### config.mk
export PLATFORM = sky130hd
export DESIGN_NAME = sbpq_cell
export DESIGN_NICKNAME = d
export VERILOG_FILES = /design/src/hw/rtl/sbpq_pkg.sv /design/src/hw/rtl/sbpq_cell.sv
export SDC_FILE = /design/constraint.sdc
export NUM_CORES = 1
export LEC_CHECK = 0
export ABC_AREA = 1
export ABC_CLOCK_PERIOD_IN_PS = 7500
export BUFFER_PORTS_ARGS = -buffer_cell sky130_fd_sc_hd__clkbuf_2
export CAP_MARGIN = 20
export CORE_UTILIZATION = 48
export CTS_CLUSTER_SIZE = 8
export DETAILED_ROUTE_END_ITERATION = 16
export PLACE_DENSITY_LB_ADDON = 0.05
export SLEW_MARGIN = 10
export SYNTH_ARGS = -nofsm -noshare
export SYNTH_HDL_FRONTEND = slang
export SYNTH_SLANG_ARGS = --single-unit
### constraint.sdc
create_clock -name clk -period 7.5 [get_ports clk]
set_clock_uncertainty 0.15 [all_clocks]
set_input_delay 1.5 -clock clk [delete_from_list [all_inputs] [get_ports clk]]
set_output_delay 1.5 -clock clk [all_outputs]
set_load 0.01 [all_outputs]
### src/hw/rtl/sbpq_pkg.sv
// ----------------------------------------------------------------------------
// Sorted bound priority queue package
// Shared sizes, codes and transfer types for the queue and its cells.
// ----------------------------------------------------------------------------
package sbpq_pkg;

  // Queue geometry and field widths.
  localparam int QUEUE_DEPTH = 64;
  localparam int TAG_BITS    = 16;
  localparam int KEY_W       = 32;
  localparam int IO_TAG_W    = 16;
  localparam int COUNT_W     = 7;
  localparam int CNT_W       = $clog2(QUEUE_DEPTH + 1);

  // Requested action of one input transfer.
  typedef enum logic [1:0] {
    ACT_INSERT = 2'd0,
    ACT_POP    = 2'd1,
    ACT_PRUNE  = 2'd2,
    ACT_NONE   = 2'd3
  } action_t;

  // Completion status of one step.
  typedef enum logic [1:0] {
    ST_DONE  = 2'd0,
    ST_FULL  = 2'd1,
    ST_EMPTY = 2'd2
  } status_t;

  // Data movement ordered along the row of cells.
  typedef enum logic [1:0] {
    OP_HOLD   = 2'd0,
    OP_INSERT = 2'd1,
    OP_POP    = 2'd2
  } cell_op_t;

  typedef struct packed {
    action_t                    action;
    logic signed [KEY_W-1:0]    key;
    logic        [IO_TAG_W-1:0] tag;
  } in_item_t;

  typedef struct packed {
    logic                       head_valid;
    logic signed [KEY_W-1:0]    head_key;
    logic        [IO_TAG_W-1:0] head_tag;
    logic        [COUNT_W-1:0]  count;
    status_t                    status;
  } out_item_t;

  // One stored queue entry.
  typedef struct packed {
    logic signed [KEY_W-1:0]    key;
    logic        [TAG_BITS-1:0] tag;
  } entry_t;

  // Broadcast to every cell: the movement and the key/tag that go with it.
  typedef struct packed {
    cell_op_t                   op;
    logic signed [KEY_W-1:0]    key;
    logic        [TAG_BITS-1:0] tag;
  } cell_ctrl_t;

endpackage

### src/hw/rtl/sbpq_cell.sv
// ----------------------------------------------------------------------------
// Sorted bound priority queue cell
// Holds one entry, compares it with the broadcast key and moves data to or
// from its neighbours.
// ----------------------------------------------------------------------------
module sbpq_cell (
  input  logic               clk,
  input  sbpq_pkg::cell_ctrl_t ctrl_i,
  input  logic               occ_i,
  input  logic               le_left_i,
  input  sbpq_pkg::entry_t   left_i,
  input  sbpq_pkg::entry_t   right_i,
  output sbpq_pkg::entry_t   entry_o,
  output logic               le_o
);

  sbpq_pkg::entry_t entry_r;
  sbpq_pkg::entry_t entry_nxt;
  logic             le;

  // The cell is at or before the insert point when it holds a key not above
  // the broadcast key; the same flag marks entries kept by a prune.
  assign le = occ_i && ($signed(entry_r.key) <= $signed(ctrl_i.key));

  // Keep, take the new entry at the insert point, or shift along the row.
  always_comb begin
    entry_nxt = entry_r;
    case (ctrl_i.op)
      sbpq_pkg::OP_INSERT: begin
        if (!le) begin
          if (le_left_i) begin
            entry_nxt.key = ctrl_i.key;
            entry_nxt.tag = ctrl_i.tag;
          end else begin
            entry_nxt = left_i;
          end
        end
      end
      sbpq_pkg::OP_POP: begin
        entry_nxt = right_i;
      end
      default: begin
        entry_nxt = entry_r;
      end
    endcase
  end

  // Entry storage carries no reset; occupancy comes from the fill count.
  always_ff @(posedge clk) begin
    entry_r <= entry_nxt;
  end

  assign entry_o = entry_r;
  assign le_o    = le;

endmodule

==> flow_metrics.py, run 1 <==
metrics = {
    "place": {
        "io_buffers": 197,
        "dp_hpwl_mm": 6.65,
        "place_congestion": 0.762,
    },
    "timing": {
        "slew_headroom_pct": 48.7,
        "max_clock_freq_ghz": 0.219,
        "finalCritPeriodShare_pct": 60.8,
        "rsz0062_at_grt": "false",
        "tightestPinTransition_ns": 0.769,
        "hold_viol": 0,
        "tns_ns": 0,
        "setup_violations": 0,
        "min_period_ns": 4.56,
        "drv_slew": 0,
    },
    "floorplan": {
        "io_pins": 198,
        "rows": 30,
        "initial_core_util_pct": 49.5,
        "dieArea_sq_um": 7350,
        "placeableCoreArea_sq_um": 6790,
        "die_h_um": 85.7,
        "die_w_um": 85.7,
    },
    "clock_tree": {
        "numClockSinks": 48,
        "holdBufCountCts": 0,
        "htreeDepth": 2,
        "clk_path_buf_depth": 2,
        "cts-resized-gates": 0,
        "clkTransAtPathRegs_ns": 0.09,
        "clockRootBuffer": "clkbuf_8",
        "cts_setup_buffers": 0,
        "cts_made_buffers": 5,
        "cts_tree": "yes",
        "clk_latency_ns": 0.30,
    },
    "grt": {
        "antenna_found_initial": 0,
        "grt_max_degree": 79,
        "grt_pass1_vias": 3201,
        "overflow": 0,
        "grt_pass1_wl_mm": 14.3,
        "grt_util_all_layers_pct": 24.5,
    },
    "power": {
        "leakagePower_uw": 0.00241,
        "ir_drop_mv": 0.0891,
        "power_uw": 734,
        "powerDensity_nw_per_um2": 161,
    },
    "logic_synthesis": {
        "async_reset_ff_share_pct": 0,
        "synth_edf_count": 48,
        "synth-seq-area-share_pct": 42.8,
        "synth_nets": 598,
        "synth_area_leaders": "edfxtp_1 (43%), nand2_1 (15%), ha_1 (12%)",
        "synth_commonest_cells": "nand2_1 (136), edfxtp_1 (48), inv_1 (38), nand3_1 (33), ha_1 (32)",
        "synth-warning-count": 0,
        "yosysTopAreaCellShare_pct": 42.8,
        "postSynthAreaPerCell_sq_um": 8.07,
        "yosysMostFrequentCell": "nand2_1",
        "ys_seq_elements": 48,
        "synth_ff_type": "edfxtp_1",
        "synth_cells": 417,
        "synth_cell_type_count": 20,
        "syn_area_sq_um": 3370,
        "synth_area_leader_cell": "edfxtp_1",
    },
    "routing": {
        "ant_nets": 0,
        "drt_first_pass_iters": 4,
        "via_per_inst": 4.95,
        "post-route-drc-count": 0,
        "wl_per_cell_um": 12.8,
        "drt_iter0_markers": 97,
        "vias": 3458,
        "routed_wl_mm": 8.94,
    },
    "setup_path": {
        "path_cells": "clkbuf_2 -> inv_1 -> ha_1 -> a21oi_1 -> o21ai_0 -> a21oi_1 -> nand2_1 -> nand2_1 -> nand2_1 -> nand2_1 -> nand3_1 -> nand2_1 -> inv_1 -> clkbuf_2",
        "critPathCaptureType": "output pin",
        "required_ns": 5.85,
        "critPathSlowestCell": "ha_1",
        "start_kind": "input port",
        "cp_top_family": "compound AO/OA/AOI/OAI gates",
        "worst-path-buf-inv": 4,
        "max_stage_delay_ns": 0.30,
        "arrival_ns": 2.91,
        "critical_path_class": "input port to output pin",
        "crit_top_cell": "nand2_1",
        "worstPathMaxFanout": 2,
    },
    "hold_path": {
        "holdCritPathClass": "input port to register",
    },
    "cells_and_area": {
        "area_delta_synth_final_pct": 35.5,
        "largest_reg_flops": 48,
        "nets": 783,
        "antenna_cells": 0,
        "drive_gt1_share_pct": 36.3,
    },
    "status": {
        "status": "finished, final reports clean",
    },
    "job": {
        "max-cap-violations": 0,
    },
}
worst register-to-register path, cell delays in order (launching register included):
cell and delay (ns):
edfxtp_1 0.41, ha_1 0.30, a21oi_1 0.15, o21ai_0 0.12, a21oi_1 0.17, nand2_1 0.08, nand2_1 0.07, nand2_1 0.05
nand2_1 0.05, nand3_1 0.06, nand2_1 0.07, nand2_1 0.07, nand2_2 0.55, buf_16 0.25
layout make-up:
cell class / instances / area, sq um
clock buffer: 5 / 68.8
timing repair buffer: 201 / 1060
clock inverter: 3 / 42.5
tap: 96 / 120
multi-input combinational: 302 / 1670
fill: 602 / 2230
inverter: 44 / 165
sequential: 48 / 1440
where the power goes:
part | internal [uW] | total (uW) | switching [uW]
clock network | 98.9 | 189 | 90.1
logic | 90.6 | 205 | 115
registers | 329 | 340 | 10.9
per-stage QoR:
| stage | hold slack (ns) | util (%) | area [sq um] | worst slack [ns] | cells |
|---|---|---|---|---|---|
| 2_1_floorplan | 1.56 | - | 3370 | 3.28 | 417 |
| 3_3_place_gp | 1.65 | 64.7 | 4390 | 2.93 | 689 |
| 3_5_place_dp | 1.45 | 65.1 | 4420 | 2.93 | 690 |
| 4_1_cts | 1.34 | 66.7 | 4530 | 2.92 | 698 |
| 5_1_grt | 1.35 | 67.1 | 4560 | 2.69 | 699 |
| 6_report | 1.34 | 67.1 | 4560 | 2.94 | 699 |
cells by family after synthesis:
family	synth area share, %
simple gates	24.1
compound gates	13.3
buf+inv	7.84
flops	42.8
fa+ha+maj	11.9
final timing paths:
path	cells past startpoint	end	slack (ns)	start
worst max-delay path	14	le_o	2.94	ctrl_i[31]
worst min-delay path	3	entry_o[45]	1.34	right_i[45]
worst max register to register	13	entry_o[4]	4.65	entry_o[31]
worst min register to register	6	entry_o[17]	1.43	entry_o[47]
placed cells by master (no fill, tap or decap):
| cell | instances |
|---|---|
| a21o_1 | 1 |
| a21oi_1 | 14 |
| a21oi_2 | 1 |
| a31oi_1 | 17 |
| buf_16 | 2 |
| buf_4 | 2 |
| bufinv_16 | 1 |
| clkbuf_2 | 197 |
| clkbuf_8 | 5 |
| clkinv_1 | 2 |
| clkinv_4 | 1 |
| edfxtp_1 | 48 |
| ha_1 | 32 |
| inv_1 | 38 |
| inv_2 | 5 |
| nand2_1 | 134 |
| nand2_2 | 3 |
| nand3_1 | 33 |
| nand4_1 | 2 |
| nor2_1 | 28 |
| nor2_2 | 2 |
| o211ai_1 | 30 |
| o21a_1 | 2 |
| o21ai_0 | 3 |
per-layer routing:
layer / global-route usage (%) / vias up / part of all wire, %
met5: 0 / - / 0
met4: 5.91 / 0 / 1.4
met3: 4.81 / 11 / 6.6
met2: 44.2 / 142 / 50
met1: 30.2 / 1513 / 42
li1: - / 1792 / -
(Power assumes the default switching activity.)
==> run 2: changes to the inputs <==
--- a/config.mk
+++ b/config.mk
@@ -5,11 +5,11 @@
 export SDC_FILE = /design/constraint.sdc
 export NUM_CORES = 1
 export LEC_CHECK = 0
-export ABC_AREA = 1
-export ABC_CLOCK_PERIOD_IN_PS = 7500
+export ABC_AREA = 0
+export ABC_CLOCK_PERIOD_IN_PS = 4700
 export BUFFER_PORTS_ARGS = -buffer_cell sky130_fd_sc_hd__clkbuf_2
 export CAP_MARGIN = 20
-export CORE_UTILIZATION = 48
+export CORE_UTILIZATION = 44
 export CTS_CLUSTER_SIZE = 8
 export DETAILED_ROUTE_END_ITERATION = 16
 export PLACE_DENSITY_LB_ADDON = 0.05
==> constraint.sdc (replaced) <==
create_clock -name clk -period 4.7 [get_ports clk]
set_clock_uncertainty 0.15 [all_clocks]
set_input_delay 0.94 -clock clk [delete_from_list [all_inputs] [get_ports clk]]
set_output_delay 0.94 -clock clk [all_outputs]
set_load 0.01 [all_outputs]
==> flow_metrics.py, run 2 <==
metrics = {
    "status": {
        "status": "finished, final reports clean",
    },
    "setup_path": {
        "start_kind": "input port",
        "path_cells": "clkbuf_2 -> inv_1 -> ha_1 -> nand4_1 -> nor4_1 -> o21ai_0 -> a31oi_1 -> o21ai_1 -> nand2b_1 -> clkbuf_2",
        "required_ns": 3.61,
        "critPathCaptureType": "output pin",
        "arrival_ns": 2.75,
        "worst-path-buf-inv": 3,
        "cp_top_family": "simple AND/OR/NAND/NOR gates",
        "worstPathMaxFanout": 3,
        "critPathSlowestCell": "nor4_1",
        "critical_path_class": "input port to output pin",
        "crit_top_cell": "clkbuf_2",
        "max_stage_delay_ns": 0.42,
    },
    "logic_synthesis": {
        "synth_cell_type_count": 31,
        "synth_area_leaders": "edfxtp_1 (44%), mux2i_1 (15%), ha_1 (12%)",
        "synth_ff_type": "edfxtp_1",
        "synth_nets": 512,
        "synth_cells": 331,
        "async_reset_ff_share_pct": 0,
        "synth-warning-count": 0,
        "synth_edf_count": 48,
        "synth-seq-area-share_pct": 44.0,
        "syn_area_sq_um": 3280,
        "synth_area_leader_cell": "edfxtp_1",
        "ys_seq_elements": 48,
        "yosysTopAreaCellShare_pct": 44.0,
        "yosysMostFrequentCell": "nand2_1",
        "synth_commonest_cells": "nand2_1 (55), o21ai_0 (53), edfxtp_1 (48), mux2i_1 (48), inv_1 (34)",
        "postSynthAreaPerCell_sq_um": 9.90,
    },
    "timing": {
        "drv_slew": 0,
        "setup_violations": 0,
        "hold_ws_ns": 0.762,
        "hold_viol": 0,
        "finalCritPeriodShare_pct": 81.8,
        "tightestPinTransition_ns": 0.814,
        "tns_ns": 0,
        "slew_headroom_pct": 45.6,
        "min_period_ns": 3.84,
        "max_clock_freq_ghz": 0.260,
        "rsz0062_at_grt": "false",
    },
    "clock_tree": {
        "clockRootBuffer": "clkbuf_8",
        "numClockSinks": 48,
        "htreeDepth": 2,
        "cts_setup_buffers": 0,
        "clk_path_buf_depth": 2,
        "clk_latency_ns": 0.29,
        "holdBufCountCts": 0,
        "cts_tree": "yes",
        "clkTransAtPathRegs_ns": 0.09,
        "cts-resized-gates": 0,
        "cts_made_buffers": 5,
    },
    "power": {
        "power_uw": 1080,
        "powerDensity_nw_per_um2": 243,
        "ir_drop_mv": 0.118,
        "leakagePower_uw": 0.00232,
    },
    "place": {
        "dp_hpwl_mm": 6.55,
        "io_buffers": 197,
        "place_congestion": 0.775,
        "dp_cells": 614,
    },
    "floorplan": {
        "rows": 31,
        "die_h_um": 88.3,
        "initial_core_util_pct": 45.4,
        "io_pins": 198,
        "dieArea_sq_um": 7800,
        "placeableCoreArea_sq_um": 7210,
        "die_w_um": 88.3,
    },
    "cells_and_area": {
        "area_delta_synth_final_pct": 35.6,
        "final_common_cell": "clkbuf_2",
        "final_cell_mix": "clkbuf_2 (196), nand2_1 (55), o21ai_0 (53)",
        "antenna_cells": 0,
        "drive_gt1_share_pct": 40.8,
        "final_cells": 621,
        "nets": 703,
        "layout.filler_cells": 647,
        "largest_reg_flops": 48,
    },
    "routing": {
        "post-route-drc-count": 0,
        "wl_per_cell_um": 12.9,
        "wl_met1_mm": 3.33,
        "maxUsedRoutingLayer": "met4",
        "ant_nets": 0,
        "drt_iter0_markers": 73,
        "via_per_inst": 4.85,
        "routed_wl_mm": 8.01,
        "vias": 3014,
        "drt_first_pass_iters": 4,
        "route.met2.wl_mm": 3.88,
        "wl_met3_um": 649,
    },
    "grt": {
        "grt_util_all_layers_pct": 20.9,
        "grt_pass1_vias": 2788,
        "overflow": 0,
        "antenna_found_initial": 0,
        "grt_max_degree": 55,
        "grt_pass1_wl_mm": 12.3,
    },
    "job": {
        "max-cap-violations": 0,
    },
    "hold_path": {
        "holdCritPathClass": "input port to register",
    },
}
## run 2: cell count changes after synthesis, sizes merged, moves of 4 or more
cell / delta
inv: -9
mux2i: +48
nand3: -33
nand4: +4
o211ai: -30
o21ai: +52
nand2: -81
nor2: -27
a31oi: -16
buf: -5
## run 2: cell type report
type / instances / area (sq um) / area share, %
sequential: 48 / 1440 / 32.4
inverter: 34 / 128 / 2.87
timing repair buffer: 201 / 1020 / 22.9
clock inverter: 1 / 5.00 / 0.113
clock buffer: 6 / 72.6 / 1.63
tap: 99 / 124 / 2.79
multi-input combinational: 232 / 1660 / 37.3
## run 2: power breakdown
part,leakage (uW),total (uW),internal (uW),switching [uW]
combinational,0.00181,306,144,162
clock,0.0000410,231,101,130
sequential,0.000466,544,526,17.9
## run 2: kinds of logic after synthesis
group / share of synthesized area [%]
AND/OR/NAND/NOR: 10.5
buffers and inverters: 6.03
flip-flops: 44.0
adder cells (fa/ha/maj): 12.2
multiplexers: 14.7
AO/OA/AOI/OAI: 12.6
## run 2: final timing paths
check | to | cells past startpoint | slack (ns) | from
setup / recovery | le_o | 10 | 0.86 | ctrl_i[31]
setup reg to reg | entry_o[1] | 8 | 1.89 | entry_o[31]
hold reg to reg | entry_o[26] | 6 | 1.27 | entry_o[18]
hold / removal | entry_o[25] | 3 | 0.76 | right_i[25]
## run 2: worst register-to-register path, stage by stage, from the launching register on
cell and delay, ns:
edfxtp_1 0.41, ha_1 0.33, nand4_1 0.17, nor4_1 0.42, o21ai_0 0.17, a31oi_1 0.21, o21ai_1 0.14, o21bai_4 0.16
buf_4 0.33
## run 2: layer usage
metal	up-vias	global-route usage, %
met1	1307	24.1
li1	1562	-
met4	0	7.04
met2	130	37.0
met3	15	6.16
met5	-	0
## run 2: stage by stage
step | setup WS, ns | util [%] | instance area, sq um
floorplan | 0.724 | - | 3280
global placement | 0.900 | 60.5 | 4370
detailed placement | 0.836 | 60.5 | 4370
CTS | 0.835 | 61.6 | 4440
global route | 0.674 | 61.6 | 4440
finish | 0.857 | 61.6 | 4440
